File: config.mk
export PLATFORM = sky130hd
export DESIGN_NAME = led_blink_pattern_sequencer_flat
export DESIGN_NICKNAME = d
export VERILOG_FILES = /design/src/rtl/lbps_pkg.sv /design/src/rtl/lbps_req_if.sv /design/src/rtl/lbps_rsp_if.sv /design/src/rtl/lbps_csr.sv /design/src/rtl/lbps_seq.sv /design/src/rtl/led_blink_pattern_sequencer.sv /design/src/flat_wrapper.sv
export SDC_FILE = /design/constraint.sdc
export NUM_CORES = 1
export LEC_CHECK = 0
export BUFFER_PORTS_ARGS = -buffer_cell sky130_fd_sc_hd__clkbuf_2
export CAP_MARGIN = 10
export CORE_ASPECT_RATIO = 0.5
export CORE_MARGIN = 2
export CORE_UTILIZATION = 58
export DETAILED_ROUTE_END_ITERATION = 12
export PLACE_DENSITY_LB_ADDON = 0.1
export SLEW_MARGIN = 20
export SYNTH_ARGS = -nofsm -noshare
export SYNTH_HDL_FRONTEND = slang
export SYNTH_HIERARCHICAL = 1
export SYNTH_SLANG_ARGS = --single-unit
File: constraint.sdc
create_clock -name clock -period 3.25 [get_ports clock]
set_clock_uncertainty 0.1 [all_clocks]
set_input_delay 0.325 -clock clock [delete_from_list [all_inputs] [get_ports clock]]
set_output_delay 0.325 -clock clock [all_outputs]
set_load 0.05 [all_outputs]
File: src/rtl/lbps_pkg.sv
// ----------------------------------------------------------------------------
// LED blink pattern sequencer - shared package
// Widths, register indexes, phase type, hand-off structs and time tables.
// ----------------------------------------------------------------------------
package lbps_pkg;

   // default configuration of the sequencer
   localparam int LBPS_PATTERN_LEN  = 8;
   localparam int LBPS_RATE_ENTRIES = 15;

   // fixed field widths
   localparam int LED_W      = 4;
   localparam int STEP_OUT_W = 3;
   localparam int RATE_W     = 4;
   localparam int HOLD_W     = 10;
   localparam int CSR_IDX_W  = 2;
   localparam int CSR_DATA_W = 32;

   // entries held in the pattern word
   localparam int PATTERN_SLOTS = CSR_DATA_W / LED_W;

   // register indexes
   localparam logic [CSR_IDX_W-1:0] CSR_PATTERN_WORDS = 2'd0;
   localparam logic [CSR_IDX_W-1:0] CSR_RATE_SELECT   = 2'd1;
   localparam logic [CSR_IDX_W-1:0] CSR_OVERRIDE_HOLD = 2'd2;

   // register reset values
   localparam logic [CSR_DATA_W-1:0] PATTERN_RESET = 32'h0101_0101;
   localparam logic [RATE_W-1:0]     RATE_RESET    = 4'd14;

   // blink phase
   typedef enum logic [1:0] {
      PH_START = 2'd0,
      PH_ON    = 2'd1,
      PH_OFF   = 2'd2
   } phase_type;

   // configuration seen by the sequencer
   typedef struct packed {
      logic [CSR_DATA_W-1:0] pattern_words;
      logic [RATE_W-1:0]     rate_select;
      logic                  override_hold;
   } cfg_type;

   // result fields of one item
   typedef struct packed {
      logic [LED_W-1:0]      led_state;
      logic [STEP_OUT_W-1:0] step_index;
      logic                  in_on_phase;
   } result_type;

   // on time in ms per rate code
   function automatic logic [HOLD_W-1:0] on_time(input logic [RATE_W-1:0] code);
      logic [HOLD_W-1:0] t;
      case (code)
         4'd0:    t = 10'd40;
         4'd1:    t = 10'd44;
         4'd2:    t = 10'd50;
         4'd3:    t = 10'd57;
         4'd4:    t = 10'd67;
         4'd5:    t = 10'd80;
         4'd6:    t = 10'd100;
         4'd7:    t = 10'd133;
         4'd8:    t = 10'd160;
         4'd9:    t = 10'd200;
         4'd10:   t = 10'd240;
         4'd11:   t = 10'd267;
         4'd12:   t = 10'd400;
         4'd13:   t = 10'd500;
         default: t = 10'd750;
      endcase
      return t;
   endfunction

   // off time in ms per rate code
   function automatic logic [HOLD_W-1:0] off_time(input logic [RATE_W-1:0] code);
      logic [HOLD_W-1:0] t;
      case (code)
         4'd0:    t = 10'd10;
         4'd1:    t = 10'd11;
         4'd2:    t = 10'd13;
         4'd3:    t = 10'd14;
         4'd4:    t = 10'd16;
         4'd5:    t = 10'd20;
         4'd6:    t = 10'd25;
         4'd7:    t = 10'd34;
         4'd8:    t = 10'd40;
         4'd9:    t = 10'd50;
         4'd10:   t = 10'd58;
         4'd11:   t = 10'd66;
         4'd12:   t = 10'd100;
         4'd13:   t = 10'd130;
         default: t = 10'd750;
      endcase
      return t;
   endfunction

endpackage

File: src/rtl/lbps_req_if.sv
// ----------------------------------------------------------------------------
// LED blink pattern sequencer - request channel
// Valid/ready channel carrying one action item.
// ----------------------------------------------------------------------------
interface lbps_req_if
   import lbps_pkg::*;
   ();
   logic             valid;
   logic             ready;
   logic             action;
   logic [LED_W-1:0] led_value;

   modport source (output valid, output action, output led_value, input ready);
   modport sink   (input valid, input action, input led_value, output ready);
endinterface

File: src/rtl/lbps_rsp_if.sv
// ----------------------------------------------------------------------------
// LED blink pattern sequencer - response channel
// Valid/ready channel carrying one result item.
// ----------------------------------------------------------------------------
interface lbps_rsp_if
   import lbps_pkg::*;
   ();
   logic                  valid;
   logic                  ready;
   logic [LED_W-1:0]      led_state;
   logic [STEP_OUT_W-1:0] step_index;
   logic                  in_on_phase;

   modport source (output valid, output led_state, output step_index,
                   output in_on_phase, input ready);
   modport sink   (input valid, input led_state, input step_index,
                   input in_on_phase, output ready);
endinterface

File: src/rtl/lbps_csr.sv
// ----------------------------------------------------------------------------
// LED blink pattern sequencer - configuration registers
// Write-only register file: pattern words, rate select and override hold.
// ----------------------------------------------------------------------------
module lbps_csr
   import lbps_pkg::*;
(
   input  logic                  clock,
   input  logic                  reset,
   input  logic                  csr_wr_en,
   input  logic [CSR_IDX_W-1:0]  csr_index,
   input  logic [CSR_DATA_W-1:0] csr_wr_data,
   output cfg_type               cfg
);

   logic [CSR_DATA_W-1:0] pattern_ff, pattern_in;
   logic [RATE_W-1:0]     rate_ff, rate_in;
   logic                  hold_ff, hold_in;

   // decode a write
   always_comb begin
      pattern_in = pattern_ff;
      rate_in    = rate_ff;
      hold_in    = hold_ff;
      if (csr_wr_en) begin
         case (csr_index)
            CSR_PATTERN_WORDS: pattern_in = csr_wr_data;
            CSR_RATE_SELECT:   rate_in    = csr_wr_data[RATE_W-1:0];
            CSR_OVERRIDE_HOLD: hold_in    = csr_wr_data[0];
            default: ;
         endcase
      end
   end

   always_ff @(posedge clock) begin
      if (reset) begin
         pattern_ff <= PATTERN_RESET;
         rate_ff    <= RATE_RESET;
         hold_ff    <= 1'b0;
      end else begin
         pattern_ff <= pattern_in;
         rate_ff    <= rate_in;
         hold_ff    <= hold_in;
      end
   end

   assign cfg.pattern_words = pattern_ff;
   assign cfg.rate_select   = rate_ff;
   assign cfg.override_hold = hold_ff;

endmodule

File: src/rtl/lbps_seq.sv
// ----------------------------------------------------------------------------
// LED blink pattern sequencer - step engine
// Holds LED, step, phase and hold count state; updates it once per item and
// presents the result of that item for the output register.
// ----------------------------------------------------------------------------
module lbps_seq
   import lbps_pkg::*;
#(
   parameter int PATTERN_LEN  = LBPS_PATTERN_LEN,
   parameter int RATE_ENTRIES = LBPS_RATE_ENTRIES
)(
   input  logic             clock,
   input  logic             reset,
   input  cfg_type          cfg,
   input  logic             item_en,
   input  logic             action,
   input  logic [LED_W-1:0] led_value,
   output result_type       result
);

   localparam int SW = (PATTERN_LEN > 2) ? $clog2(PATTERN_LEN) : 1;
   localparam logic [SW:0] PLEN = (SW+1)'(PATTERN_LEN);
   localparam int RLIM_I = (RATE_ENTRIES > 15) ? 15 : ((RATE_ENTRIES < 1) ? 1 : RATE_ENTRIES);
   localparam logic [RATE_W-1:0] RATE_LIM  = RATE_W'(RLIM_I);
   localparam logic [RATE_W-1:0] RATE_LAST = RATE_W'(RLIM_I - 1);

   logic [LED_W-1:0]  leds_ff, leds_in;
   logic [SW-1:0]     step_ff, step_in;
   phase_type         phase_ff, phase_in;
   logic [HOLD_W-1:0] hold_ff, hold_in;

   logic [SW+2:0]       step_ext;
   logic [SW:0]         step_inc;
   logic [SW-1:0]       step_nx;
   logic [LED_W-1:0]    entry;
   logic                rate_ok;
   logic [RATE_W-1:0]   rate_cl;
   logic                do_on, do_off, apply_en;

   // pattern entry at the current step, and the wrapped next step
   always_comb begin
      step_ext = {3'b000, step_ff};
      step_inc = {1'b0, step_ff} + (SW+1)'(1);
      step_nx  = (step_inc >= PLEN) ? '0 : step_inc[SW-1:0];
      if (step_ext[SW+2:3] == '0) begin
         entry = cfg.pattern_words[step_ext[2:0]*LED_W +: LED_W];
      end else begin
         entry = '0;
      end
      rate_ok = (cfg.rate_select < RATE_LIM);
      rate_cl = rate_ok ? cfg.rate_select : RATE_LAST;
   end

   // next state
   always_comb begin
      leds_in  = leds_ff;
      step_in  = step_ff;
      phase_in = phase_ff;
      hold_in  = hold_ff;
      do_on    = 1'b0;
      do_off   = 1'b0;
      if (action) begin
         leds_in = led_value;
      end else begin
         case (phase_ff)
            PH_ON, PH_OFF: begin
               if (hold_ff > HOLD_W'(1)) begin
                  hold_in = hold_ff - HOLD_W'(1);
               end else if (phase_ff == PH_ON) begin
                  do_off = 1'b1;
               end else begin
                  do_on = 1'b1;
               end
            end
            default: do_on = 1'b1;
         endcase
      end

      // start of an on step; waits in start phase while the rate is invalid
      if (do_on) begin
         if (rate_ok) begin
            hold_in  = on_time(cfg.rate_select);
            phase_in = PH_ON;
         end else begin
            hold_in  = '0;
            phase_in = PH_START;
         end
      end
      if (do_off) begin
         hold_in  = off_time(rate_cl);
         phase_in = PH_OFF;
      end

      apply_en = ((do_on && rate_ok) || do_off) && !cfg.override_hold;
      if (apply_en) begin
         leds_in = entry;
         step_in = step_nx;
      end
   end

   // result of this item
   always_comb begin
      result.led_state   = leds_in;
      result.step_index  = STEP_OUT_W'({3'b000, step_in});
      result.in_on_phase = (phase_in == PH_ON);
   end

   always_ff @(posedge clock) begin
      if (reset) begin
         leds_ff  <= '0;
         step_ff  <= '0;
         phase_ff <= PH_START;
         hold_ff  <= '0;
      end else if (item_en) begin
         leds_ff  <= leds_in;
         step_ff  <= step_in;
         phase_ff <= phase_in;
         hold_ff  <= hold_in;
      end
   end

endmodule

File: src/rtl/led_blink_pattern_sequencer.sv
// ----------------------------------------------------------------------------
// LED blink pattern sequencer - top level
// Input register, step engine and result register around the CSR block.
// ----------------------------------------------------------------------------
// Usage:
//   req_ch carries one item per handshake: action 0 is a one millisecond
//   tick, action 1 sets the LEDs to led_value. Every item gives exactly one
//   result on rsp_ch: the LED mask, the pattern entry to apply next and
//   whether an on time is being held.
//   Configuration is written through csr_wr_en / csr_index / csr_wr_data
//   (0 pattern words, 1 rate select, 2 override hold) while no item is in
//   flight; writes take effect at the next edge.
//   From acceptance to rsp valid the item lands in the input register, then
//   passes through the step engine into the result register once that
//   register is free (empty, or its result taken).
//   Throughput is one item per cycle while rsp is taken; the step engine state
//   and both registers advance together, so a tick and a set pass alike.
//   When the receiver stalls the result register holds, the input register
//   fills and req ready then drops until rsp is taken.
//   Reset (synchronous) empties both registers, turns all LEDs off, sets
//   the step to entry 0 and the phase to start, and loads the register
//   defaults (pattern 0x01010101, rate 14, override off).
// ----------------------------------------------------------------------------
module led_blink_pattern_sequencer
   import lbps_pkg::*;
#(
   parameter int PATTERN_LEN  = LBPS_PATTERN_LEN,
   parameter int RATE_ENTRIES = LBPS_RATE_ENTRIES
)(
   input  logic                  clock,
   input  logic                  reset,
   lbps_req_if.sink              req_ch,
   lbps_rsp_if.source            rsp_ch,
   input  logic                  csr_wr_en,
   input  logic [CSR_IDX_W-1:0]  csr_index,
   input  logic [CSR_DATA_W-1:0] csr_wr_data
);

   cfg_type          cfg;
   result_type       result;
   result_type       result_ff;
   logic             in_valid_ff, in_valid_in;
   logic             in_action_ff;
   logic [LED_W-1:0] in_led_ff;
   logic             out_valid_ff, out_valid_in;
   logic             advance;
   logic             req_take;

   lbps_csr u_csr (
      .clock       (clock),
      .reset       (reset),
      .csr_wr_en   (csr_wr_en),
      .csr_index   (csr_index),
      .csr_wr_data (csr_wr_data),
      .cfg         (cfg)
   );

   lbps_seq #(
      .PATTERN_LEN  (PATTERN_LEN),
      .RATE_ENTRIES (RATE_ENTRIES)
   ) u_seq (
      .clock     (clock),
      .reset     (reset),
      .cfg       (cfg),
      .item_en   (advance),
      .action    (in_action_ff),
      .led_value (in_led_ff),
      .result    (result)
   );

   // pipeline flow control
   always_comb begin
      advance      = in_valid_ff && (!out_valid_ff || rsp_ch.ready);
      req_take     = req_ch.valid && (!in_valid_ff || advance);
      in_valid_in  = req_take || (in_valid_ff && !advance);
      out_valid_in = advance || (out_valid_ff && !rsp_ch.ready);
   end

   assign req_ch.ready = !in_valid_ff || advance;

   // control registers
   always_ff @(posedge clock) begin
      if (reset) begin
         in_valid_ff  <= 1'b0;
         out_valid_ff <= 1'b0;
      end else begin
         in_valid_ff  <= in_valid_in;
         out_valid_ff <= out_valid_in;
      end
   end

   // input item register
   always_ff @(posedge clock) begin
      if (req_take) begin
         in_action_ff <= req_ch.action;
         in_led_ff    <= req_ch.led_value;
      end
   end

   // result register
   always_ff @(posedge clock) begin
      if (advance) begin
         result_ff <= result;
      end
   end

   assign rsp_ch.valid       = out_valid_ff;
   assign rsp_ch.led_state   = result_ff.led_state;
   assign rsp_ch.step_index  = result_ff.step_index;
   assign rsp_ch.in_on_phase = result_ff.in_on_phase;

endmodule

File: src/flat_wrapper.sv
// flat-port wrapper written by rule: the top's interface ports become plain ports
module led_blink_pattern_sequencer_flat import lbps_pkg::*;
#(
   parameter int PATTERN_LEN  = LBPS_PATTERN_LEN,
   parameter int RATE_ENTRIES = LBPS_RATE_ENTRIES
)
  (clock, reset, csr_wr_en, csr_index, csr_wr_data, req_ch_valid, req_ch_action, req_ch_led_value, req_ch_ready, rsp_ch_valid, rsp_ch_led_state, rsp_ch_step_index, rsp_ch_in_on_phase, rsp_ch_ready);
  lbps_req_if req_ch_i ();
  lbps_rsp_if rsp_ch_i ();
  input  logic clock;
  input  logic reset;
  input  logic csr_wr_en;
  input  logic [CSR_IDX_W-1:0] csr_index;
  input  logic [CSR_DATA_W-1:0] csr_wr_data;
  input wire logic [$bits(req_ch_i.valid)-1:0] req_ch_valid;
  input wire logic [$bits(req_ch_i.action)-1:0] req_ch_action;
  input wire logic [$bits(req_ch_i.led_value)-1:0] req_ch_led_value;
  output wire logic [$bits(req_ch_i.ready)-1:0] req_ch_ready;
  output wire logic [$bits(rsp_ch_i.valid)-1:0] rsp_ch_valid;
  output wire logic [$bits(rsp_ch_i.led_state)-1:0] rsp_ch_led_state;
  output wire logic [$bits(rsp_ch_i.step_index)-1:0] rsp_ch_step_index;
  output wire logic [$bits(rsp_ch_i.in_on_phase)-1:0] rsp_ch_in_on_phase;
  input wire logic [$bits(rsp_ch_i.ready)-1:0] rsp_ch_ready;
  assign req_ch_i.valid = req_ch_valid;
  assign req_ch_i.action = req_ch_action;
  assign req_ch_i.led_value = req_ch_led_value;
  assign req_ch_ready = req_ch_i.ready;
  assign rsp_ch_valid = rsp_ch_i.valid;
  assign rsp_ch_led_state = rsp_ch_i.led_state;
  assign rsp_ch_step_index = rsp_ch_i.step_index;
  assign rsp_ch_in_on_phase = rsp_ch_i.in_on_phase;
  assign rsp_ch_i.ready = rsp_ch_ready;
  led_blink_pattern_sequencer #(.PATTERN_LEN(PATTERN_LEN), .RATE_ENTRIES(RATE_ENTRIES)) u_core (.clock(clock), .reset(reset), .req_ch(req_ch_i), .rsp_ch(rsp_ch_i), .csr_wr_en(csr_wr_en), .csr_index(csr_index), .csr_wr_data(csr_wr_data));
endmodule
==> run_summary.xml <==
<?xml version="1.0" encoding="UTF-8"?>
<metrics>
  <group name="synth">
    <metric name="synth_enable_flop_cells" unit="">13</metric>
    <metric name="postSynthAreaPerCell" unit="µm²">9.70</metric>
    <metric name="seq_area_frac_synth" unit="">0.366</metric>
    <metric name="synth.net_count" unit="">492</metric>
    <metric name="synth_unique_cells" unit="">63</metric>
    <metric name="netlist_top_cells_count" unit="">sky130_fd_sc_hd__nand2b_1, sky130_fd_sc_hd__dfxtp_1, sky130_fd_sc_hd__mux2i_1, sky130_fd_sc_hd__nor2_1, sky130_fd_sc_hd__a21oi_1</metric>
    <metric name="post_synth_main_area_contributors" unit="">sky130_fd_sc_hd__dfxtp_1, sky130_fd_sc_hd__mux2i_1, sky130_fd_sc_hd__nand2b_1</metric>
    <metric name="synth.cell_area" unit="µm²">4240</metric>
    <metric name="synth_top_area_frac" unit="">0.274</metric>
    <metric name="synth-seq-cells" unit="">71</metric>
    <metric name="synthArstFlopShare" unit="">0</metric>
    <metric name="yosysWarningCount" unit="">6</metric>
    <metric name="cell_count_after_synthesis" unit="">437</metric>
    <metric name="yosys.cell_count.top_type" unit="">sky130_fd_sc_hd__nand2b_1</metric>
    <metric name="dominantRegCellSynth" unit="">sky130_fd_sc_hd__dfxtp_1</metric>
    <metric name="yosysTopAreaCell" unit="">sky130_fd_sc_hd__dfxtp_1</metric>
  </group>
  <group name="placement">
    <metric name="placement.io_buffers" unit="">53</metric>
    <metric name="pre_cts_ws" unit="ns">0.466</metric>
    <metric name="hpwlAfterDp" unit="mm">6.62</metric>
    <metric name="dp.cells" unit="">556</metric>
    <metric name="routabilityCongestion" unit="">0.939</metric>
    <metric name="dpl-instance-area" unit="µm²">4490</metric>
  </group>
  <group name="detailed_routing">
    <metric name="detail_route.drc_violations" unit="">0</metric>
    <metric name="starting_drt_drc_count" unit="">249</metric>
    <metric name="drt_pre_antenna_iters" unit="">5</metric>
    <metric name="totalWireLength" unit="mm">9.28</metric>
    <metric name="post_drt_via_cell_ratio" unit="">5.82</metric>
    <metric name="avgRoutedWirePerCell" unit="µm">16.2</metric>
    <metric name="vias" unit="">3327</metric>
    <metric name="ant_nets" unit="">0</metric>
  </group>
  <group name="global_routing">
    <metric name="grt_overflow" unit="">0</metric>
    <metric name="first_global_vias" unit="">3260</metric>
    <metric name="grt_antenna_before_repair" unit="">0</metric>
    <metric name="grt_max_degree" unit="">53</metric>
    <metric name="grt_usage" unit="">0.244</metric>
    <metric name="first_pass_grt_wire_length" unit="mm">15.7</metric>
  </group>
  <group name="power">
    <metric name="finalPower" unit="mW">2.29</metric>
    <metric name="switching_power" unit="µW">607</metric>
    <metric name="pwr-share-seq" unit="">0.424</metric>
    <metric name="pleak" unit="nW">1.83</metric>
    <metric name="ir_drop" unit="µV">290</metric>
    <metric name="power_report.internal_total" unit="mW">1.69</metric>
    <metric name="pwr-share-clk" unit="">0.416</metric>
    <metric name="power.combinational.fraction" unit="">0.160</metric>
    <metric name="power_per_cell_area" unit="nW/µm²">480</metric>
    <metric name="p_sw_frac" unit="">0.265</metric>
  </group>
  <group name="sta">
    <metric name="timing.final.ws_setup" unit="ns">0.424</metric>
    <metric name="max_clock_freq" unit="GHz">0.354</metric>
    <metric name="period_share" unit="">0.870</metric>
    <metric name="worst-slew-pin-transition" unit="ns">0.842</metric>
    <metric name="report.final.slew_viol_count" unit="">0</metric>
    <metric name="final_setup_vio_count" unit="">0</metric>
    <metric name="fin_tns_setup" unit="ns">0</metric>
    <metric name="slew_headroom" unit="">0.434</metric>
    <metric name="hold_ws" unit="ns">0.0738</metric>
    <metric name="layout_min_cycle_time" unit="ns">2.83</metric>
    <metric name="hold_viol_final" unit="">0</metric>
    <metric name="setup_repair_after_global_routing_missed_its_margin" unit="">false</metric>
  </group>
  <group name="layout">
    <metric name="layout.core_utilization" unit="">0.694</metric>
    <metric name="drive_gt1_frac" unit="">0.206</metric>
    <metric name="num-nets-final" unit="">530</metric>
    <metric name="final_cells" unit="">572</metric>
    <metric name="antenna_cells_inserted" unit="">0</metric>
    <metric name="final_design_area_no_fill" unit="µm²">4780</metric>
    <metric name="area_growth_syn_to_layout" unit="%">12.7</metric>
  </group>
  <group name="floorplanning">
    <metric name="ioPinCount" unit="">54</metric>
    <metric name="die_boundary_width" unit="µm">125</metric>
    <metric name="dieHeight" unit="µm">64.5</metric>
    <metric name="initial_utilization" unit="">0.616</metric>
    <metric name="rows" unit="">21</metric>
    <metric name="design.die.area" unit="µm²">8050</metric>
    <metric name="placeableCoreArea" unit="µm²">6880</metric>
  </group>
  <group name="worst_setup_path">
    <metric name="critPathBufInv" unit="">0</metric>
    <metric name="worstSetupEndpointType" unit="">register</metric>
    <metric name="cpLargestDelayFamily" unit="">simple AND/OR/NAND/NOR gates</metric>
    <metric name="worst-setup-path-type" unit="">register to register</metric>
    <metric name="critPathRequiredTime" unit="ns">3.39</metric>
    <metric name="critical_path.slowest_cell" unit="">sky130_fd_sc_hd__or4b_2</metric>
    <metric name="slowest_delay" unit="ns">0.67</metric>
    <metric name="critical_path.max_fanout" unit="">6</metric>
    <metric name="critical_path_arrival" unit="ns">2.97</metric>
    <metric name="crit_path_cell_trace" unit="">ha_1, or4b_2, nor4_2, nor3_1, or4_1, a211oi_1</metric>
    <metric name="timing.critical_path.from_type" unit="">register</metric>
  </group>
  <group name="clock_network">
    <metric name="tritoncts_clock_tree" unit="">done</metric>
    <metric name="clk_pin_slew_worst_paths" unit="ns">0.06</metric>
    <metric name="max-clock-path-buffers" unit="">2</metric>
    <metric name="holdBufCountCts" unit="">0</metric>
    <metric name="cts.repair_timing.setup_buffer_count" unit="">0</metric>
    <metric name="clock_sink_count" unit="">71</metric>
    <metric name="ctsRootBufferMaster" unit="">sky130_fd_sc_hd__clkbuf_16</metric>
    <metric name="cts_made_buffers" unit="">9</metric>
    <metric name="cts-htree-levels" unit="">3</metric>
    <metric name="clk_latency" unit="ns">0.33</metric>
    <metric name="post_cts_resized" unit="">0</metric>
  </group>
  <group name="outcome">
    <metric name="status" unit="">complete, no violations</metric>
  </group>
  <group name="flow_run">
    <metric name="max_cap_violations" unit="">0</metric>
  </group>
  <group name="min_path">
    <metric name="worstHoldPathType" unit="">primary input to register</metric>
  </group>
</metrics>
worst reg2reg max path: stages, from the launching register on:
cell	delay (ns)
sky130_fd_sc_hd__dfxtp_1	0.34
sky130_fd_sc_hd__ha_1	0.37
sky130_fd_sc_hd__or4b_2	0.67
sky130_fd_sc_hd__nor4_2	0.32
sky130_fd_sc_hd__nor3_1	0.19
sky130_fd_sc_hd__or4_1	0.55
sky130_fd_sc_hd__a211oi_1	0.22
layout make-up:
type                            instances  area [µm²]
Clock inverter                          6        61.3
Timing Repair Buffer                   60         318
Fill cell                             533        2110
Sequential cell                        71        1550
Tap cell                               92         115
Clock buffer                           10         229
Multi-Input combinational cell        320        2450
Inverter                               13        48.8
placed cells by master, fill, tap and decap left out, types with 11 or more instances in the layout:
master,count
sky130_fd_sc_hd__nand2b_1,63
sky130_fd_sc_hd__dfxtp_1,58
sky130_fd_sc_hd__clkbuf_2,53
sky130_fd_sc_hd__mux2i_1,51
sky130_fd_sc_hd__nor2_1,32
sky130_fd_sc_hd__a21oi_1,20
sky130_fd_sc_hd__nand2_1,15
sky130_fd_sc_hd__inv_1,13
sky130_fd_sc_hd__edfxtp_1,13
sky130_fd_sc_hd__o211ai_1,12
sky130_fd_sc_hd__o21ai_0,11
sky130_fd_sc_hd__ha_1,11
metal layers:
layer / track usage / vias to the layer above / routed length (µm)
li1: - / 1657 / -
met1: 0.309 / 1564 / 4370
met2: 0.428 / 95 / 4380
met3: 0.0595 / 11 / 450
met4: 0.0611 / 0 / 77
met5: 0 / - / 0
worst paths after layout:
kind                                endpoint  slack [ns]                        from  depth (start not counted)
setup reg to reg     u_core/u_seq/hold_ff[9]        0.42    u_core/u_seq/phase_ff[0]                          6
hold reg to reg   u_core/u_csr/pattern_ff[1]        0.37  u_core/u_csr/pattern_ff[1]                          2
hold / removal           u_core/in_led_ff[3]        0.07         req_ch_led_value[3]                          1
setup / recovery     u_core/u_seq/hold_ff[9]        0.42    u_core/u_seq/phase_ff[0]                          6
power by group through the flow:
stage	combinational, mW	clock (mW)	sequential [mW]
4_1_cts	0.365	0.969	0.972
6_report	0.367	0.954	0.972
3_3_place_gp	0.353	0	0.987
5_1_grt	0.403	1.00	0.977
3_5_place_dp	0.362	0	0.990
2_1_floorplan	0.261	0	1.00
registers in the layout (all words and copies together), names as in the netlist, 2 cells and up:
signal and count:
u_core/u_seq/phase_ff 2, u_core/in_led_ff 4, u_core/rsp_ch.led_state 4, u_core/u_seq/hold_ff 10, u_core/u_csr/rate_ff 4, u_core/u_seq/leds_ff 4, u_core/rsp_ch.step_index 3, u_core/u_csr/pattern_ff 32
u_core/u_seq/step_ff 3
cells by family (layout without fill, tap and decap cells):
logic type,count (synthesis),count (layout),share of synthesized area
AO/OA/AOI/OAI,78,78,0.130
XOR/XNOR,9,9,0.0186
adder cells (fa/ha/maj),11,11,0.0325
buffers and inverters,46,89,0.0570
flip-flops,71,71,0.366
multiplexers,61,61,0.171
AND/OR/NAND/NOR,161,161,0.225
Note: power is estimated with default switching activity, not from simulation.
